==> config.mk <==
export PLATFORM = sky130hd
export DESIGN_NAME = fraction_add_reduce_top
export DESIGN_NICKNAME = d
export VERILOG_FILES = /design/src/rtl/core/farc_pkg.sv /design/src/rtl/core/fraction_add_reduce_top.sv /design/src/rtl/core/farc_engine.sv
export SDC_FILE = /design/constraint.sdc
export NUM_CORES = 2
export LEC_CHECK = 0
export ABC_AREA = 1
export BUFFER_PORTS_ARGS = -buffer_cell sky130_fd_sc_hd__buf_4
export CORE_MARGIN = 8
export CORE_UTILIZATION = 58
export DETAILED_ROUTE_END_ITERATION = 12
export PLACE_DENSITY_LB_ADDON = 0.25
export SLEW_MARGIN = 10
export SYNTH_ARGS = -nofsm -noshare
export SYNTH_HDL_FRONTEND = slang
export SYNTH_HIERARCHICAL = 1
export SYNTH_SLANG_ARGS = --single-unit
export TNS_END_PERCENT = 100
==> constraint.sdc <==
create_clock -name clk_i -period 6.6 [get_ports clk_i]
set_input_delay 0.33 -clock clk_i [delete_from_list [all_inputs] [get_ports clk_i]]
set_output_delay 0.33 -clock clk_i [all_outputs]
set_load 0.1 [all_outputs]
==> src/rtl/core/farc_pkg.sv <==
// Package for the fraction add and reduce block: widths, payload types and state codes.
package farc_pkg;

  // Input field width and the fixed result widths.
  localparam int unsigned InWidth  = 16;
  localparam int unsigned NumWidth = 33;
  localparam int unsigned DenWidth = 32;

  // Magnitudes of the unreduced sum and product fit in this many bits.
  localparam int unsigned MagWidth = 2 * InWidth;
  localparam int unsigned CntWidth = $clog2(MagWidth);

  // One input beat: two fractions.
  typedef struct packed {
    logic signed [InWidth-1:0] num_a;
    logic signed [InWidth-1:0] den_a;
    logic signed [InWidth-1:0] num_b;
    logic signed [InWidth-1:0] den_b;
  } farc_in_t;

  // One output beat: the reduced sum and the error flag.
  typedef struct packed {
    logic signed [NumWidth-1:0] sum_num;
    logic signed [DenWidth-1:0] sum_den;
    logic                       den_zero_error;
  } farc_out_t;

  // Status from the arithmetic engine to the top level.
  typedef struct packed {
    logic busy;
    logic done;
  } farc_stat_t;

  // Sequencer states, one-hot.
  typedef enum logic [8:0] {
    ST_IDLE  = 9'b000000001,
    ST_MUL0  = 9'b000000010,
    ST_MUL1  = 9'b000000100,
    ST_MUL2  = 9'b000001000,
    ST_MUL3  = 9'b000010000,
    ST_GCD   = 9'b000100000,
    ST_DIV_N = 9'b001000000,
    ST_DIV_D = 9'b010000000,
    ST_DONE  = 9'b100000000
  } farc_state_e;

endpackage

==> src/rtl/core/fraction_add_reduce_top.sv <==
// Top level of the fraction add and reduce block: handshake, output register and checks.

// Adds num_a/den_a and num_b/den_b and returns the sum reduced by the GCD of the
// magnitudes of its numerator and denominator, signs as the division leaves them;
// a zero input denominator returns 0/0 with den_zero_error set. The block works on
// one beat at a time and takes a new input beat only when its engine is idle. An
// item passes through the multiplier steps, the binary GCD loop at one step per
// cycle, two restoring divisions sharing the GCD subtractor, and handoff; a zero
// denominator skips the arithmetic and goes straight to handoff. A finished
// result sits in an output register, so the next input beat can be taken while
// it waits.
module fraction_add_reduce_top
  import farc_pkg::*;
(
  input  logic      clk_i,
  input  logic      rst_ni,
  input  logic      in_valid_i,
  output logic      in_ready_o,
  input  farc_in_t  in_i,
  output logic      out_valid_o,
  input  logic      out_ready_i,
  output farc_out_t out_o
);

  farc_stat_t stat;
  farc_out_t  res;
  farc_out_t  out_q;
  logic       out_valid_q;
  logic       in_fire, res_take;

  assign in_ready_o = !stat.busy;
  assign in_fire    = in_valid_i && in_ready_o;
  assign res_take   = stat.done && (!out_valid_q || out_ready_i);

  farc_engine u_engine (
    .clk_i   (clk_i),
    .rst_ni  (rst_ni),
    .start_i (in_fire),
    .op_i    (in_i),
    .take_i  (res_take),
    .stat_o  (stat),
    .res_o   (res)
  );

  // Output valid flag.
  always_ff @(posedge clk_i or negedge rst_ni) begin
    if (!rst_ni) begin
      out_valid_q <= 1'b0;
    end else if (res_take) begin
      out_valid_q <= 1'b1;
    end else if (out_ready_i) begin
      out_valid_q <= 1'b0;
    end
  end

  // Output payload register.
  always_ff @(posedge clk_i) begin
    if (res_take) begin
      out_q <= res;
    end
  end

  assign out_valid_o = out_valid_q;
  assign out_o       = out_q;

  // An accepted beat makes the engine busy on the next cycle.
  assert property (@(posedge clk_i) disable iff (!rst_ni)
    in_fire |=> !in_ready_o)
    else $error("engine did not start on an accepted beat");

  // A result handed over shows up as a valid output beat.
  assert property (@(posedge clk_i) disable iff (!rst_ni)
    res_take |=> (out_valid_o && !stat.done))
    else $error("result handoff lost");

  // An error beat carries zero results.
  assert property (@(posedge clk_i) disable iff (!rst_ni)
    (out_valid_o && out_o.den_zero_error) |-> (out_o.sum_num == '0 && out_o.sum_den == '0))
    else $error("error beat with nonzero results");

  // A valid sum never has a zero denominator.
  assert property (@(posedge clk_i) disable iff (!rst_ni)
    (out_valid_o && !out_o.den_zero_error) |-> (out_o.sum_den != '0))
    else $error("zero denominator in a valid sum");

endmodule

==> src/rtl/core/farc_engine.sv <==
// Sequenced engine: shared multiplier, binary GCD and restoring divider on one subtractor.
module farc_engine
  import farc_pkg::*;
(
  input  logic       clk_i,
  input  logic       rst_ni,
  input  logic       start_i,
  input  farc_in_t   op_i,
  input  logic       take_i,
  output farc_stat_t stat_o,
  output farc_out_t  res_o
);

  localparam logic [CntWidth-1:0] DivLast = CntWidth'(MagWidth - 1);

  farc_state_e state_q, state_d;
  logic [CntWidth-1:0] cnt_q, cnt_d;

  // Datapath registers.
  farc_in_t                   op_q;
  logic signed [MagWidth-1:0] prod_q;
  logic signed [NumWidth-1:0] n_q;
  logic [MagWidth-1:0]        nm_q, qm_q;
  logic [MagWidth-1:0]        u_q, v_q, g_q;
  logic [MagWidth-1:0]        rem_q, quo_q;
  logic [CntWidth-1:0]        k_q;
  logic                       sign_n_q, sign_q_q, err_q;

  logic signed [InWidth-1:0]  mul_a, mul_b;
  logic signed [MagWidth-1:0] mul_p;
  logic [NumWidth-1:0]        n_neg;
  logic [MagWidth-1:0]        prod_neg;
  logic [MagWidth:0]          rem_sh;
  logic [MagWidth:0]          sub_x, sub_y;
  logic [MagWidth+1:0]        sub_r;
  logic                       sub_borrow;
  logic [MagWidth-1:0]        quo_next;
  logic                       gcd_end, den_zero;
  logic [NumWidth-1:0]        nm_ext;

  // Shared multiplier: one product per cycle, registered.
  always_comb begin
    case (state_q)
      ST_MUL0: begin
        mul_a = op_q.num_a;
        mul_b = op_q.den_b;
      end
      ST_MUL1: begin
        mul_a = op_q.num_b;
        mul_b = op_q.den_a;
      end
      default: begin
        mul_a = op_q.den_a;
        mul_b = op_q.den_b;
      end
    endcase
  end
  assign mul_p = mul_a * mul_b;

  // Magnitudes of the sum and the denominator product.
  assign n_neg    = NumWidth'(-n_q);
  assign prod_neg = MagWidth'(-prod_q);

  // Shared subtractor: u - v during GCD, trial subtraction during division.
  assign rem_sh     = {rem_q, quo_q[MagWidth-1]};
  assign sub_x      = (state_q == ST_GCD) ? {1'b0, u_q} : rem_sh;
  assign sub_y      = (state_q == ST_GCD) ? {1'b0, v_q} : {1'b0, g_q};
  assign sub_r      = {1'b0, sub_x} - {1'b0, sub_y};
  assign sub_borrow = sub_r[MagWidth+1];
  assign quo_next   = {quo_q[MagWidth-2:0], ~sub_borrow};

  assign gcd_end  = (u_q == '0) || (v_q == '0);
  assign den_zero = (op_i.den_a == '0) || (op_i.den_b == '0);

  // Sequencer.
  always_comb begin
    state_d = state_q;
    cnt_d   = cnt_q;
    unique case (state_q)
      ST_IDLE: begin
        if (start_i) begin
          state_d = den_zero ? ST_DONE : ST_MUL0;
        end
      end
      ST_MUL0: state_d = ST_MUL1;
      ST_MUL1: state_d = ST_MUL2;
      ST_MUL2: state_d = ST_MUL3;
      ST_MUL3: state_d = ST_GCD;
      ST_GCD: begin
        if (gcd_end) begin
          state_d = ST_DIV_N;
          cnt_d   = '0;
        end
      end
      ST_DIV_N: begin
        cnt_d = cnt_q + 1'b1;
        if (cnt_q == DivLast) begin
          state_d = ST_DIV_D;
          cnt_d   = '0;
        end
      end
      ST_DIV_D: begin
        cnt_d = cnt_q + 1'b1;
        if (cnt_q == DivLast) begin
          state_d = ST_DONE;
        end
      end
      ST_DONE: begin
        if (take_i) begin
          state_d = ST_IDLE;
        end
      end
      default: state_d = ST_IDLE;
    endcase
  end

  always_ff @(posedge clk_i or negedge rst_ni) begin
    if (!rst_ni) begin
      state_q <= ST_IDLE;
      cnt_q   <= '0;
    end else begin
      state_q <= state_d;
      cnt_q   <= cnt_d;
    end
  end

  // Datapath updates per state.
  always_ff @(posedge clk_i) begin
    prod_q <= mul_p;
    case (state_q)
      ST_IDLE: begin
        if (start_i) begin
          op_q     <= op_i;
          err_q    <= den_zero;
          nm_q     <= '0;
          qm_q     <= '0;
          sign_n_q <= 1'b0;
          sign_q_q <= 1'b0;
        end
      end
      ST_MUL1: n_q <= {prod_q[MagWidth-1], prod_q};
      ST_MUL2: n_q <= n_q + {prod_q[MagWidth-1], prod_q};
      ST_MUL3: begin
        sign_n_q <= n_q[NumWidth-1];
        sign_q_q <= prod_q[MagWidth-1];
        nm_q     <= n_q[NumWidth-1] ? n_neg[MagWidth-1:0] : n_q[MagWidth-1:0];
        qm_q     <= prod_q[MagWidth-1] ? prod_neg : prod_q;
        u_q      <= n_q[NumWidth-1] ? n_neg[MagWidth-1:0] : n_q[MagWidth-1:0];
        v_q      <= prod_q[MagWidth-1] ? prod_neg : prod_q;
        k_q      <= '0;
      end
      ST_GCD: begin
        // Binary GCD: strip common twos, strip lone twos, swap or subtract odd values.
        if (gcd_end) begin
          g_q   <= (u_q | v_q) << k_q;
          rem_q <= '0;
          quo_q <= nm_q;
        end else if (!u_q[0] && !v_q[0]) begin
          u_q <= u_q >> 1;
          v_q <= v_q >> 1;
          k_q <= k_q + 1'b1;
        end else if (!u_q[0]) begin
          u_q <= u_q >> 1;
        end else if (!v_q[0]) begin
          v_q <= v_q >> 1;
        end else if (sub_borrow) begin
          u_q <= v_q;
          v_q <= u_q;
        end else begin
          u_q <= sub_r[MagWidth-1:0];
        end
      end
      ST_DIV_N, ST_DIV_D: begin
        // One quotient bit per cycle; the last numerator bit hands over to the denominator.
        if ((cnt_q == DivLast) && (state_q == ST_DIV_N)) begin
          nm_q  <= quo_next;
          rem_q <= '0;
          quo_q <= qm_q;
        end else begin
          rem_q <= sub_borrow ? rem_sh[MagWidth-1:0] : sub_r[MagWidth-1:0];
          quo_q <= quo_next;
          if (cnt_q == DivLast) begin
            qm_q <= quo_next;
          end
        end
      end
      default: begin
      end
    endcase
  end

  // Result with the signs restored.
  assign nm_ext = {1'b0, nm_q};
  always_comb begin
    res_o.sum_num        = $signed(sign_n_q ? NumWidth'(-nm_ext) : nm_ext);
    res_o.sum_den        = $signed(sign_q_q ? DenWidth'(-qm_q) : DenWidth'(qm_q));
    res_o.den_zero_error = err_q;
  end

  assign stat_o.busy = (state_q != ST_IDLE);
  assign stat_o.done = (state_q == ST_DONE);

endmodule
* Yosys cells after proc, flatten, opt, wreduce, memory -nomap -nowiden
Cells that the tools add are included.
Storage, ports and cells: register bits 442, logic and storage cells 150, input port bits 68, output and inout bits 68
Operators by class: reductions and logical operators 36, shift operators 1, $add $sub $neg 8, bitwise operators 2, mux-type cells 52, equal/unequal tests 24, $mul 1
Operators with widths (count):
- 2-to-1 mux 32 bit | 24
- case mux 32 bit (2 select lines) | 4
- case mux 32 bit (3 select lines) | 2
- negator 32 bit | 3
- case mux 9 bit (9 select lines) | 1
- case mux 33 bit (2 select lines) | 1
- logical NOT 32 bit | 2
- 2-to-1 mux 9 bit | 6
- subtractor 33 x 33 -> 34 bit | 1
- adder 33 bit | 1
- 2-to-1 mux 33 bit | 1
- negator 32 -> 33 bit | 1
- logical NOT 16 bit | 2
- multiplier 16 x 16 -> 32 bit | 1
- OR 32 bit | 1
- case mux 16 bit (2 select lines) | 1
- left shift 32 x 5 -> 32 bit | 1
- 2-to-1 mux 5 bit | 4
- 2-to-1 mux 16 bit | 1
- case mux 5 bit (3 select lines) | 1
- != test 2 x 1 -> 1 bit, second input constant | 6
- AND reduction 2 bit | 6
- AND reduction 3 bit | 4
- adder 5 x 1 -> 5 bit, second input constant | 2
- other kinds (26) | 47

* Depth between registers and ports, before layout
depth in word-level cells 9, depth in mapped cells 33, depth with buffers taken out 32

* By module
Netlist, hierarchy kept.
Modules (own cells, without submodules):
- farc_engine | area an instance 36004.5 µm², seq. area each 10871.7 µm², cells each 4736, instances 1
- fraction_add_reduce_top | area an instance 2042.0 µm², seq. area each 2006.9 µm², cells each 75, instances 1

* Worst setup path after synthesis
Ideal clock, no wire load.
path type register to register, start point reg u_engine.state_q[6], end point reg u_engine.prod_q[31], library setup time 0.119 ns, cell stages (with the launch flop) 29, period minus slack after synthesis 6.321 ns, path slack 0.279 ns, buffers on the path 1, data required time 6.481 ns, arrival time 6.202 ns, cell sequence dfrtp_1 nor2_4 nand2_2 nor3_2 nand2_4 inv_2 buf_6 nor2_1 nor2_4 inv_1 nor2_1 fa_1 fa_1 inv_1 fa_1 inv_1 fa_1 inv_1 fa_1 inv_1 fa_1 ha_1 inv_1 nor3_1 nand2_1 o21ai_0 nor2_1 nand2_1 nand2_1
On the way: word-level cells in the longest chain between the ends 3, elaborated cells on any way between the ends 5, classes of those cells 1 x mul; 2 x eq/ne; 2 x mux
RTL lines:
- start, declared | RTL line farc_engine.sv:16 | farc_state_e state_q, state_d;
- start signal, assigned | RTL line farc_engine.sv:122 | state_q <= state_d;
- equality test 9 x 3 -> 1 bit / equality test 9 x 2 -> 1 bit (equally long branches) | RTL line farc_engine.sv:43 | case (state_q)
- case mux 16 bit (2 select lines) / 2-to-1 mux 16 bit (equally long branches) | RTL line farc_engine.sv:43
- multiplier 16 x 16 -> 32 bit (*) | RTL line farc_engine.sv:58 | assign mul_p = mul_a * mul_b;
- named net u_engine.mul_p[31] | RTL line farc_engine.sv:30 | logic signed [MagWidth-1:0] mul_p;
- end signal, assigned | RTL line farc_engine.sv:129 | prod_q <= mul_p;
- end, declared | RTL line farc_engine.sv:21 | logic signed [MagWidth-1:0] prod_q;
Mark *: on every way through the listed nets, which the timed path passes. The rest lies on a longest branch. A chain may end at the register's enable or synchronous reset.

* Worst setup path in the final report
start point reg u_engine.state_q[5], end point reg u_engine.prod_q[28]
Same word-level chain as after synthesis.

==> flow_summary.yaml <==
die:
  die_w_um: 272.1
  std_cell_rows: 94
  core_area_um2: 65390
  die_h_um: 272.1
  dieArea_um2: 74050
  boundaryPins: 136
  initial_core_util_pct: 58.18
logic_synthesis:
  synth_area_um2: 38050
  synthSimpleGateAreaFrac_pct: 23.93
  syn_inst: 4811
  yosysTopAreaCell: "edfxtp_1"
  yosysMostFrequentCell: "nand2_1"
  ys.warnings.count: 6
  synth_top_cells_by_count: "nand2_1, inv_1, nor2_1"
  syn_nets: 5296
  synth_edf_count: 395
  synth_ff_type: "edfxtp_1"
  synth_top_area_share_pct: 31.18
  synth_mux_area_share_pct: 0.3420
  synth-compound-area-share_pct: 9.409
  synth_xor_area_share_pct: 3.983
  synth_cell_types: 55
  ys_async_sr_fraction_pct: 3.394
  synth_fa_ha_area_share_pct: 18.92
  ys_seq_area_share_pct: 33.85
  syn_avg_cell_area_um2: 7.908
  synth_top_family_by_area: "simple AND/OR/NAND/NOR gates"
  ys_ff_latch: 442
  synth_top_cells_by_area: "edfxtp_1, fa_1, nand2_1, inv_1, nor2_1"
clocking:
  clockBufferDepth: 3
  cts_tree: "yes"
  clock_latency_ns: 0.63
  numCtsBuffers: 50
  clkTransAtPathRegs_ns: 0.06
  h-tree-depth: 2
  cts_root_buffer: "clkbuf_16"
  numClockSinks: 442
layout:
  area_growth_syn_to_layout_pct: 17.40
  fin_nets: 5629
  drive_gt1_share_pct: 13.27
  fin_util_pct: 68.30
worst_setup_path:
  crit_path_end: "u_engine/prod_q[28]$_DFF_P_"
  critical_path_arrival_ns: 7.28
  rr_endpoint: "u_engine/prod_q[28]$_DFF_P_"
  rr_worst_depth: 31
  critPathRequiredTime_ns: 7.17
  crit_top_cell: "fa_1"
  r2r_slack_ns: -0.11
  path_class: "flip-flop to flip-flop"
  crit_start: "u_engine/state_q[5]$_DFFE_PN0P_"
  crit_slowest_cell: "fa_1"
  r2r-start: "u_engine/state_q[5]$_DFFE_PN0P_"
  end_kind: "flip-flop"
  cp_max_fo: 6
  cpPeakStageDelay_ns: 0.62
  crit_path_start_kind: "flip-flop"
sta:
  fin_ws_ns: -0.1076
  slew_viol_final: 0
  finalSetupViolCount: 11
  relSlewSlack_pct: 15.02
  fin_crit_sh_pct: 101.6
  fin_skew_ns: 0.02387
  maxClockFrequency_mhz: 149.1
  worst_slew_pin_slew_ns: 1.261
  period_minus_slack_ns: 6.708
  rsz0062_at_grt: "yes"
  timing.hold.ws_ns: 0.1096
  hold_violations: 0
place:
  numPortBuffers: 135
  gp_congestion: 1.030
  place_hpwl_um: 110200
route:
  firstDrtPassIters: 10
  antenna_left: 0
  drtIter0Drc: 4593
  drcViolationCount: 0
  vias: 36394
  post_drt_wl_per_cell_um: 24.26
  vias_per_cell: 6.017
  drt-total-wl_um: 146800
status:
  violations: "negative setup slack"
  status: "finished with violations"
global_routing:
  grt_max_degree: 102
  antenna_found_initial: 2
  grt_overflow: 0
  grt_pass1_wl_um: 210900
  grt_use_total_pct: 37.30
  grt_pass1_vias: 35270
min_path:
  hold_path.class: "input port to async pin"
run:
  drv_cap: 0
cells in the final DEF (no fill, tap or decap), types with 15 or more instances in the layout:
| cell type | count |
|---|---|
| xor2_1 | 142 |
| nand2_1 | 1202 |
| edfxtp_1 | 395 |
| ha_4 | 17 |
| clkinv_1 | 18 |
| xnor2_1 | 29 |
| o221ai_1 | 20 |
| nand4_1 | 47 |
| dlygate4sd3_1 | 66 |
| nor2_1 | 482 |
| nor2_4 | 22 |
| clkbuf_16 | 53 |
| buf_4 | 323 |
| nor3_1 | 51 |
| o21ai_0 | 260 |
| fa_2 | 20 |
| o22ai_1 | 28 |
| a22oi_1 | 17 |
| nand3_1 | 259 |
| inv_1 | 739 |
| a21oi_1 | 172 |
| nor2_2 | 30 |
| buf_12 | 15 |
| inv_2 | 37 |
| a21oi_4 | 16 |
| fa_1 | 244 |
| a21oi_2 | 20 |
| nand2_2 | 29 |
| dfxtp_1 | 32 |
| nor4_1 | 17 |
| ha_1 | 135 |
logic make-up (layout without fill, tap and decap cells):
kind of cell / count (synthesis) / count (layout)
and+or+nand+nor: 2204 / 2204
buffers and inverters: 940 / 1313
AOI/OAI and AO/OA: 622 / 622
DFF: 442 / 442
adders and majority gates: 417 / 417
xor gates and xnor gates: 173 / 173
muxes: 13 / 13
other: 0 / 1
stage by stage:
| stage | TNS, ns | cell area [um2] | worst slack (ns) | instances |
|---|---|---|---|---|
| floorplan | 0 | 38050 | 0.2793 | 4811 |
| global placement | -0.7978 | 40890 | -0.2482 | 5834 |
| detailed placement | -2.528 | 40890 | -0.4115 | 5834 |
| CTS | -0.006836 | 43330 | -0.006836 | 5999 |
| global route | -4.544 | 44670 | -0.3870 | 6049 |
| finish | -0.5101 | 44670 | -0.1076 | 6049 |
layer usage:
metal	up-vias	GRT usage, %	share of wire, %	routed length, um
li1	16095	-	-	-
met1	17277	45.36	35	51740
met2	2421	62.38	47	69020
met3	601	6.384	10	14800
met4	0	21.66	7.6	11210
met5	-	0	0	0
how the worst min path moves through the flow:
stage	end	slack (ns)	cells past startpoint
CTS	out_valid_o$_DFFE_PN0P_	0.10	2
detailed placement	out_valid_o$_DFFE_PN0P_	0.20	1
global placement	out_valid_o$_DFFE_PN0P_	0.20	1
finish	out_valid_o$_DFFE_PN0P_	0.11	2
global route	u_engine/cnt_q[0]$_DFFE_PN0P_	0.14	2
floorplan	out_valid_o$_DFFE_PN0P_	0.03	0
worst max-delay path, delay by kind of cell, from the launching register on:
family | cells | cell delay, ns
compound gates | 5 | 0.78
fa+ha+maj | 7 | 3.43
buf+inv | 9 | 0.78
flops | 1 | 0.41
simple gates | 10 | 1.25
flip-flops by register name, summed over array words and instances (netlist names), 5 cells and up:
signal and cells:
u_engine/k_q 5, u_engine/v_q 32, out_o 66, u_engine/rem_q 32
u_engine/n_q 33, u_engine/cnt_q 5, u_engine/g_q 32, u_engine/op_q 64
u_engine/quo_q 32, u_engine/prod_q 32, u_engine/state_q 9, u_engine/qm_q 32
u_engine/u_q 32, u_engine/nm_q 32
cell type report:
cell class                      instances  area [um2]
Clock inverter                         27       244.0
Inverter                              799        3050
Multi-Input combinational cell       3429       22430
Sequential cell                       442       12880
Tap cell                              864        1081
Clock buffer                           65        1348
Antenna cell                            1       2.502
Timing Repair Buffer                  422        3633
Fill cell                            5227       20730
repair_timing:
| item | CTS | global route |
|---|---|---|
| buffers inserted | 7 | 45 |
| pin swaps | 6 | 88 |
| hold endpoints to repair | 80 | 0 |
| gates cloned | 0 | 4 |
| hold buffers | 66 | 0 |
| setup endpoints to repair | 17 | 21 |
| resized for setup | 36 | 233 |
Power is left out: the tool's default activity adds up to more than one toggle a clock period on the data nets, which glitch-free logic cannot reach.
